## config.mk

```make
export PLATFORM = sky130hd
export DESIGN_NAME = sac_front
export DESIGN_NICKNAME = d
export VERILOG_FILES = /design/src/rtl/sac_pkg.sv /design/src/rtl/sac_front.sv
export SDC_FILE = /design/constraint.sdc
export NUM_CORES = 1
export LEC_CHECK = 0
export ABC_AREA = 1
export BUFFER_PORTS_ARGS = -buffer_cell sky130_fd_sc_hd__buf_2
export CAP_MARGIN = 10
export CORE_AREA = 2 2 128 130
export CTS_BUF_LIST = sky130_fd_sc_hd__clkbuf_8
export CTS_CLUSTER_DIAMETER = 40
export DETAILED_ROUTE_END_ITERATION = 6
export DIE_AREA = 0 0 130 132
export PLACE_DENSITY_LB_ADDON = 0.2
export SYNTH_ARGS = -nofsm -noshare
export SYNTH_HDL_FRONTEND = slang
export SYNTH_SLANG_ARGS = --single-unit
```

## constraint.sdc

```tcl
create_clock -name aclk -period 9 [get_ports aclk]
set_input_delay 0.9 -clock aclk [delete_from_list [all_inputs] [get_ports aclk]]
set_output_delay 0.9 -clock aclk [all_outputs]
set_load 0.005 [all_outputs]
```

## src/rtl/sac_pkg.sv

```systemverilog
// Shared types and codes for the set-associative cache tag controller.
// No dependencies.
package sac_pkg;

    typedef enum logic [1:0] {
        REQ_STATUS    = 2'd0,
        REQ_WRITEBACK = 2'd1,
        REQ_FILL      = 2'd2,
        REQ_WRITE     = 2'd3
    } req_kind_t;

    localparam logic [0:0] CFG_REPLACEMENT_MODE = 1'b0;
    localparam logic [0:0] CFG_WRITE_MODE       = 1'b1;

    localparam logic       CMD_WRITE = 1'b1;
    localparam logic [15:0] LFSR_SEED = 16'hACE1;
    localparam logic [15:0] LFSR_MASK = 16'hB400;

    typedef enum logic [1:0] {
        ST_IDLE   = 2'd0,
        ST_LOOKUP = 2'd1,
        ST_EMIT   = 2'd2
    } back_state_t;

    // One classified access as it crosses from the front to the back.
    typedef struct packed {
        logic        is_write;
        logic [31:0] address;
        logic [3:0]  byte_count;
        logic [63:0] write_data;
    } access_t;

endpackage

```

## src/rtl/sac_front.sv

```systemverilog
// Front end: accepts accesses, clamps the byte count, masks the data and
// queues them for the back end. Depends on sac_pkg.
module sac_front
    import sac_pkg::*;
(
    input  logic           aclk,
    input  logic           aresetn,
    input  logic           in_valid,
    output logic           in_ready,
    input  access_t        in_access,
    output logic           q_valid,
    input  logic           q_ready,
    output access_t        q_access
);

    access_t  slot_reg [2];
    logic [1:0] count_reg;
    logic       wr_ptr_reg;
    logic       rd_ptr_reg;
    access_t    cooked;
    logic [3:0] nb;
    logic       push;
    logic       pop;

    always_comb begin
        nb = (in_access.byte_count > 4'd8) ? 4'd8 : in_access.byte_count;
        cooked = in_access;
        cooked.byte_count = nb;
        for (int b = 0; b < 8; b++) begin
            if (4'(b) >= nb) begin
                cooked.write_data[b*8 +: 8] = 8'd0;
            end
        end
    end

    assign in_ready = (count_reg != 2'd2);
    assign push     = in_valid && in_ready;
    assign q_valid  = (count_reg != 2'd0);
    assign pop      = q_valid && q_ready;
    assign q_access = slot_reg[rd_ptr_reg];

    always_ff @(posedge aclk) begin
        if (push) begin
            slot_reg[wr_ptr_reg] <= cooked;
        end
    end

    always_ff @(posedge aclk) begin
        if (!aresetn) begin
            count_reg  <= 2'd0;
            wr_ptr_reg <= 1'b0;
            rd_ptr_reg <= 1'b0;
        end else begin
            if (push) wr_ptr_reg <= ~wr_ptr_reg;
            if (pop)  rd_ptr_reg <= ~rd_ptr_reg;
            count_reg <= count_reg + 2'(push) - 2'(pop);
        end
    end

endmodule

```

==> results.cfg, run 1 <==
[yosys]
yosysMostFrequentCell = edfxtp_1
ys.flop_type = edfxtp_1
yosysSeqAreaShare = 0.720
synth_cell_types = 20
synth_seq_cells = 207
synthAdderAreaFrac = 0.00292
synth_top_area_cell = edfxtp_1
muxShareOfSynthArea = 0.172
postSynthAreaPerCell_um2 = 17.4
netlist_area_mm2 = 0.00856
synthTopCellsByArea = edfxtp_1 (71%), mux2_4 (16%), inv_1 (2.9%)
yosysWarningCount = 0
synth-xor-area-share = 0
synth_nets = 598
synth_cells = 491
synth-compound-area-share = 0.0101
synthSimpleGateAreaFrac = 0.0395
synth-edff-count = 202
synth_top_area_frac = 0.709
async_flop_share = 0
ys_top_cells_by_count = edfxtp_1 (202), mux2_4 (90), inv_1 (67), nor2_1 (44), nand2_1 (35)
synth_top_family_by_area = multiplexers

[setup_path]
worstReg2RegStart = count_reg[0]
rrSetupSlack_ps = 6240
path_buf_inv = 2
cpPeakStageDelay_ps = 930
endpoint_kind = primary output
crit_family = buffers and inverters
regToRegEndpoint = slot_reg[0][36]
worstPathRequired_ps = 8100
reg2reg_depth = 5
criticalPathCategory = flop to primary output
crit_chain = buf_4, mux2_2, buf_2
crit_path_start_kind = flop
crit_arrival_ps = 2880
crit_fanout = 58
slowest_stage = buf_4

[timing]
post-route-min-period_ps = 3780
rsz0062_at_grt = no
max_freq_ghz = 0.265
tightestPinTransition_ps = 1070
setup_viol = 0
setup_tns_ps = 0
slew_headroom = 0.286
fin_ws_ps = 5220
finalCritPeriodShare = 0.420
fin_skew_ps = 8.54
maxSlewViolCount = 0
hold_viol_final = 0

[final_layout]
final_nets = 831
largest_reg_flops = 202
drive_gt1_frac = 0.481
multi_input_area_mm2 = 0.00193
num_antenna_cells = 0
final_util = 0.657
n_fill_cell = 1168
area_delta_synth_final_pct = 20.6
regArea_mm2 = 0.00617

[drt]
post_drt_wl_per_cell_um = 16.2
drt_pass1_iterations = 5
detail-route-antenna-nets = 0
drt_iter0_drc = 254
drt-vias-per-instance = 4.80
drc = 0
num_vias = 4632
routed_wl_mm = 15.7

[clocking]
tritoncts = yes
cts_resized = 0
clk_path_buf_depth = 3
cts_root_buf = clkbuf_8
hold_buffers = 0
cts_setup_buffers = 0
cts_sinks = 207
cts_buffers = 35
cts.clk_slew.worst_paths_ps = 60
htreeDepth = 2
clkLatencyLatePin_ps = 490

[power]
pwr-share-clk = 0.277
p_switching_mw = 0.695
power_mw = 2.68
p_leak_nw = 4.45
power_density_mw_per_mm2 = 260
netSwitchingFraction = 0.259
irDropWorstVdd_uv = 200
p_int_mw = 1.99
sequentialPowerShare = 0.484
power.share.combinational = 0.239

[place]
place_hpwl_mm = 10.2
place_congestion = 0.721
port_buffers = 207
post-place-ws_ps = 5690

[global_routing]
grt_remaining_overflow = 0
grt_max_degree = 69
grt_antenna_before_repair = 1
grt_usage = 0.180
grt_pass1_vias = 4864
grt_first_pass_wirelength_mm = 23.8

[die]
rows = 46
die_area_mm2 = 0.0172
start_util = 0.545
num_io_pins = 208
die_h_um = 132
core_mm2 = 0.0157
die_x_um = 130

[min_path]
hold_class = flop to flop
hp-start = rd_ptr_reg
worstHoldPathCells = 2

[run_status]
status = finished clean

[flow_run]
drv_cap = 0
==> power groups by stage <==
stage / registers, mW / logic, mW / clock network [mW]
floorplan: 1.29 / 0.482 / 0
global placement: 1.31 / 0.641 / 0
detailed placement: 1.32 / 0.652 / 0
CTS: 1.30 / 0.655 / 0.768
global route: 1.32 / 0.697 / 0.813
finish: 1.30 / 0.642 / 0.743
==> cells in the final DEF (no fill, tap or decap), types with 2 or more instances in the layout <==
| cell | synthesis | routed |
|---|---|---|
| a21boi_0 | 8 | 8 |
| a21oi_1 | 3 | 3 |
| buf_2 | 3 | 207 |
| buf_4 | 0 | 3 |
| clkbuf_8 | 0 | 40 |
| clkinv_1 | 0 | 12 |
| dfxtp_1 | 5 | 4 |
| edfxtp_1 | 202 | 202 |
| ha_1 | 2 | 2 |
| inv_1 | 67 | 74 |
| inv_2 | 2 | 2 |
| mux2_2 | 11 | 11 |
| mux2_4 | 90 | 90 |
| nand2_1 | 35 | 35 |
| nand3_1 | 3 | 3 |
| nand3_2 | 2 | 2 |
| nor2_1 | 44 | 43 |
==> through the flow <==
stage               instance area [um^2]  cells  hold WS (ps)
finish                             10300    964           515
global placement                    9690    903           488
floorplan                           8560    491           467
detailed placement                  9690    903           505
CTS                                10300    964           519
global route                       10300    964           563
==> final cells by class <==
| cell class | count | share of cell area |
|---|---|---|
| well taps | 216 | 0.0262 |
| repair buffers | 210 | 0.103 |
| flip-flops and latches | 207 | 0.598 |
| clock inverters | 21 | 0.00776 |
| inverters | 69 | 0.0253 |
| multi-input cells | 201 | 0.187 |
| clock buffers | 40 | 0.0533 |
==> cells by family (layout without fill, tap and decap cells) <==
group | count (synthesis) | in the layout
compound gates | 13 | 13
fa+ha+maj | 2 | 2
buf+inv | 83 | 340
flops | 207 | 207
mux | 101 | 101
simple gates | 85 | 85
==> routing by layer <==
metal	wire length, um	GRT usage
met1	6090	0.209
met2	7900	0.306
met3	1470	0.0755
met4	200	0.0532
met5	7	0
==> worst max-delay path by stage <==
| stage | startpoint | endpoint | depth (start not counted) |
|---|---|---|---|
| after CTS | flop | q_access[100] | 3 |
| after detailed placement | flop | q_access[100] | 3 |
| after floorplan | in_valid | slot_reg[0][0] | 2 |
| final | flop | q_access[100] | 3 |
| after global placement | flop | q_access[100] | 3 |
| after global routing | flop | q_access[100] | 3 |
==> worst min-delay path: stages (launching register included) <==
cell,delay (ps)
dfxtp_1,330
nor2_1,60
nor2_1,90
(Power assumes the default switching activity.)
==> run 2, diff against run 1 <==
Settings changed: CORE_AREA 2 2 128 130 to 2 2 134 136, DIE_AREA 0 0 130 132 to 0 0 136 138.
Clock period 9 ns to 3.3 ns, I/O delays scaled along.
==> results.cfg, run 2 (synthesis results as in run 1) <==
[drt]
drt_pass1_iterations = 4
drt-vias-per-instance = 4.68
detail-route-antenna-nets = 0
drt_iter0_drc = 185
drc = 0
post_drt_wl_per_cell_um = 15.8
routed_wl_mm = 15.7
num_vias = 4634

[place]
dpl_cell_area_mm2 = 0.00976
port_buffers = 207
post-place-ws_ps = 1240
place_hpwl_mm = 10.6
place_congestion = 0.758

[setup_path]
criticalPathCategory = flop to primary output
slowest_stage = dfxtp_4
cpPeakStageDelay_ps = 610
crit_path_start_kind = flop
crit_arrival_ps = 2240
crit_chain = buf_4, mux2_2, buf_2
reg2reg_depth = 5
worstReg2RegStart = count_reg[0]
crit_fanout = 33
regToRegEndpoint = slot_reg[1][74]
endpoint_kind = primary output
worstPathRequired_ps = 2970
path_buf_inv = 2
crit_family = buffers and inverters
rrSetupSlack_ps = 1390

[final_layout]
final_nets = 845
drive_gt1_frac = 0.482
mostFrequentLayoutCells = buf_2 (207), edfxtp_1 (202), mux2_4 (90)
multi_input_area_mm2 = 0.00193
regArea_mm2 = 0.00617
largest_reg_flops = 202
num_antenna_cells = 0
area_delta_synth_final_pct = 22.7
n_fill_cell = 1418
final_area_mm2 = 0.0105
layout_commonest_cell = buf_2

[timing]
max_freq_ghz = 0.389
maxSlewViolCount = 0
rsz0062_at_grt = no
fin_ws_ps = 732
setup_tns_ps = 0
slew_headroom = 0.434
fin_skew_ps = 10.4
post-route-min-period_ps = 2570
finalCritPeriodShare = 0.778
setup_viol = 0
hold_viol_final = 0
tightestPinTransition_ps = 844

[clocking]
cts_buffers = 35
cts_root_buf = clkbuf_8
cts_sinks = 207
cts_setup_buffers = 0
htreeDepth = 2
tritoncts = yes
cts_resized = 0
cts.clk_slew.worst_paths_ps = 50
clkLatencyLatePin_ps = 490
clk_path_buf_depth = 3

[die]
die_area_mm2 = 0.0188
die_h_um = 138
num_io_pins = 208
core_mm2 = 0.0175
die_x_um = 136
start_util = 0.488
rows = 49

[run_status]
status = finished clean

[power]
p_leak_nw = 4.53
power_mw = 7.34
p_int_mw = 5.43
pwr-share-clk = 0.276
p_switching_mw = 1.91
power_density_mw_per_mm2 = 699
irDropWorstVdd_uv = 440
sequentialPowerShare = 0.478
power.share.combinational = 0.245
netSwitchingFraction = 0.261

[flow_run]
drv_cap = 0

[global_routing]
grt_antenna_before_repair = 0
grt_first_pass_wirelength_mm = 24.2
grt_usage = 0.165
grt_pass1_vias = 4929
grt_remaining_overflow = 0
grt_max_degree = 52

[min_path]
min_to = slot_reg[0][69]
worstHoldPathCells = 1
hp-start = in_access[69]
hold_class = input pin to flop
run 2: cell count changes in the layout (fill, tap and decap cells not counted), sizes merged:
cell and delta:
dlygate4sd3 +11, buf +3, clkinvlp +1, inv +1, clkbuf -1, clkinv -1
run 2: power groups by stage:
stage	Combinational [mW]	Clock [mW]	Sequential, mW
floorplan	1.32	0	3.50
global placement	1.78	0	3.55
detailed placement	1.82	0	3.57
CTS	1.83	2.09	3.52
global route	1.96	2.20	3.55
finish	1.80	2.03	3.51
run 2: worst reg2reg max path, stage by stage (launching register included):
cell and delay, ps:
dfxtp_1 350, inv_1 60, nand2_1 110, nand3_1 150, inv_4 520, buf_4 400
run 2: worst max path at each step:
stage,to,slack [ps],depth (start not counted)
finish,q_access[100],730,3
global route,q_access[100],620,3
CTS,q_access[100],700,3
detailed placement,q_access[100],1240,3
global placement,q_access[100],1280,3
floorplan,slot_reg[1][0],280,4
run 2: layout make-up:
class | instances | area share
clock buffers | 39 | 0.0511
clock inverters | 22 | 0.00918
inverters | 69 | 0.0249
multi-input cells | 201 | 0.184
flip-flops and latches | 207 | 0.588
well taps | 229 | 0.0273
repair buffers | 224 | 0.116
run 2: routing by layer:
layer	track usage	up-vias	wire, um
met2	0.279	173	7510
met3	0.0627	27	1510
li1	-	2245	-
met5	0	-	0
met4	0.0570	0	294
met1	0.193	2189	6390
run 2: stage by stage:
| stage | hold WS, ps | utilization | instances |
|---|---|---|---|
| after floorplan | 423 | - | 491 |
| after global placement | 493 | 0.556 | 919 |
| after detailed placement | 506 | 0.556 | 919 |
| after CTS | 0.770 | 0.599 | 991 |
| after global routing | 2.31 | 0.599 | 991 |
| final | 32.4 | 0.599 | 991 |
run 2: what timing repair did:
item                                    in CTS  in global routing
hold endpoints to repair                    21                  0
hold buffers                                11                  0
endpoints found under the setup margin       0                  0
==> run 3, diff against run 2 <==
Settings changed: CORE_AREA 2 2 134 136 to 2 2 128 130, DIE_AREA 0 0 136 138 to 0 0 130 132.
Clock period 3.3 ns to 2.5 ns, I/O delays scaled along.
==> results.cfg, run 3 (synthesis results as in run 1) <==
[run_status]
status = finished clean

[die]
start_util = 0.545
die_h_um = 132
die_x_um = 130
rows = 46
num_io_pins = 208
die_area_mm2 = 0.0172
core_mm2 = 0.0157

[timing]
max_freq_ghz = 0.475
hold_viol_final = 0
rsz0062_at_grt = no
finalCritPeriodShare = 0.842
setup_tns_ps = 0
tightestPinTransition_ps = 792
maxSlewViolCount = 0
fin_skew_ps = 9.96
post-route-min-period_ps = 2110
setup_viol = 0
slew_headroom = 0.472

[setup_path]
crit_arrival_ps = 1860
criticalPathCategory = flop to primary output
crit_fanout = 17
endpoint_kind = primary output
reg2reg_depth = 5
crit_path_start_kind = flop
worstPathRequired_ps = 2250
worstReg2RegStart = count_reg[0]

[drt]
detail-route-antenna-nets = 0
num_vias = 4831
drt_pass1_iterations = 4
drt-vias-per-instance = 4.80
routed_wl_mm = 16.6
drc = 0
drt_iter0_drc = 224
post_drt_wl_per_cell_um = 16.5

[power]
p_leak_nw = 4.67
irDropWorstVdd_uv = 619
power_density_mw_per_mm2 = 907

[min_path]
worstHoldPathCells = 3
hp-start = in_access[18]
hold_class = input pin to flop

[final_layout]
drive_gt1_frac = 0.461
area_delta_synth_final_pct = 26.3
largest_reg_flops = 202
num_antenna_cells = 0
mostFrequentLayoutCells = buf_2 (207), edfxtp_1 (202), mux2_4 (90)
layout_commonest_cell = buf_2
regArea_mm2 = 0.00617
n_fill_cell = 1097
multi_input_area_mm2 = 0.00194
final_nets = 875
fin_cells = 1006

[flow_run]
drv_cap = 0

[place]
place_congestion = 0.764
dp.cells = 908
place_hpwl_mm = 11.0
port_buffers = 207

[clocking]
tritoncts = yes
cts_sinks = 207
cts.clk_slew.worst_paths_ps = 60
clk_path_buf_depth = 3
clkLatencyLatePin_ps = 500
cts_root_buf = clkbuf_8
htreeDepth = 2
cts_buffers = 35

[global_routing]
grt_antenna_before_repair = 2
grt_remaining_overflow = 0
grt_max_degree = 55
grt_pass1_vias = 5193
grt_first_pass_wirelength_mm = 25.7
grt_usage = 0.196
==> run 3: layout make-up <==
cell class,instances,area share
inverters,69,0.0243
well taps,216,0.0250
repair buffers,254,0.143
clock buffers,37,0.0471
flip-flops and latches,207,0.571
clock inverters,22,0.0101
multi-input cells,201,0.179
==> run 3: metal layers <==
layer  global-route usage  share of wire  wire [um]
met1                0.234           0.40       6610
met2                0.323           0.49       8210
met3               0.0666          0.084       1400
met4               0.0806          0.023        386
met5                    0         0.0013         21
==> run 3: metrics by stage <==
step           instance area, um^2  utilization  setup WS, ps  total power [mW]  hold slack [ps]
2_1_floorplan                 8580            -          21.3              6.36              343
3_3_place_gp                  9800        0.624           829              7.11              440
3_5_place_dp                  9800        0.624           773              7.20              441
4_1_cts                      10800        0.688           339              9.91             1.28
5_1_grt                      10800        0.688           302              10.3             6.48
6_report                     10800        0.688           394              9.80             33.8
==> run 3: power by group <==
part | switching, mW | internal (mW) | total, mW
clock network | 1.21 | 1.45 | 2.66
logic | 1.15 | 1.37 | 2.53
registers | 0.177 | 4.44 | 4.61
total | 2.54 | 7.26 | 9.80
==> run 3: path summary, 6_finish.rpt <==
kind,end,slack [ps]
max,q_access[29],390
max reg2reg,slot_reg[1][75],780
min reg2reg,rd_ptr_reg,540
min,slot_reg[1][18],30
==> run 3: critical path, cell delays in order, from the launching register on <==
cell     delay, ps
dfxtp_4        510
buf_4          380
mux2_4         330
buf_2          130
==> run 3: what timing repair did <==
item	in CTS	in global routing
hold buffers	39	0
gates resized for setup	0	0
setup buffers	0	0
hold endpoints to repair	79	0
endpoints found under the setup margin	0	0
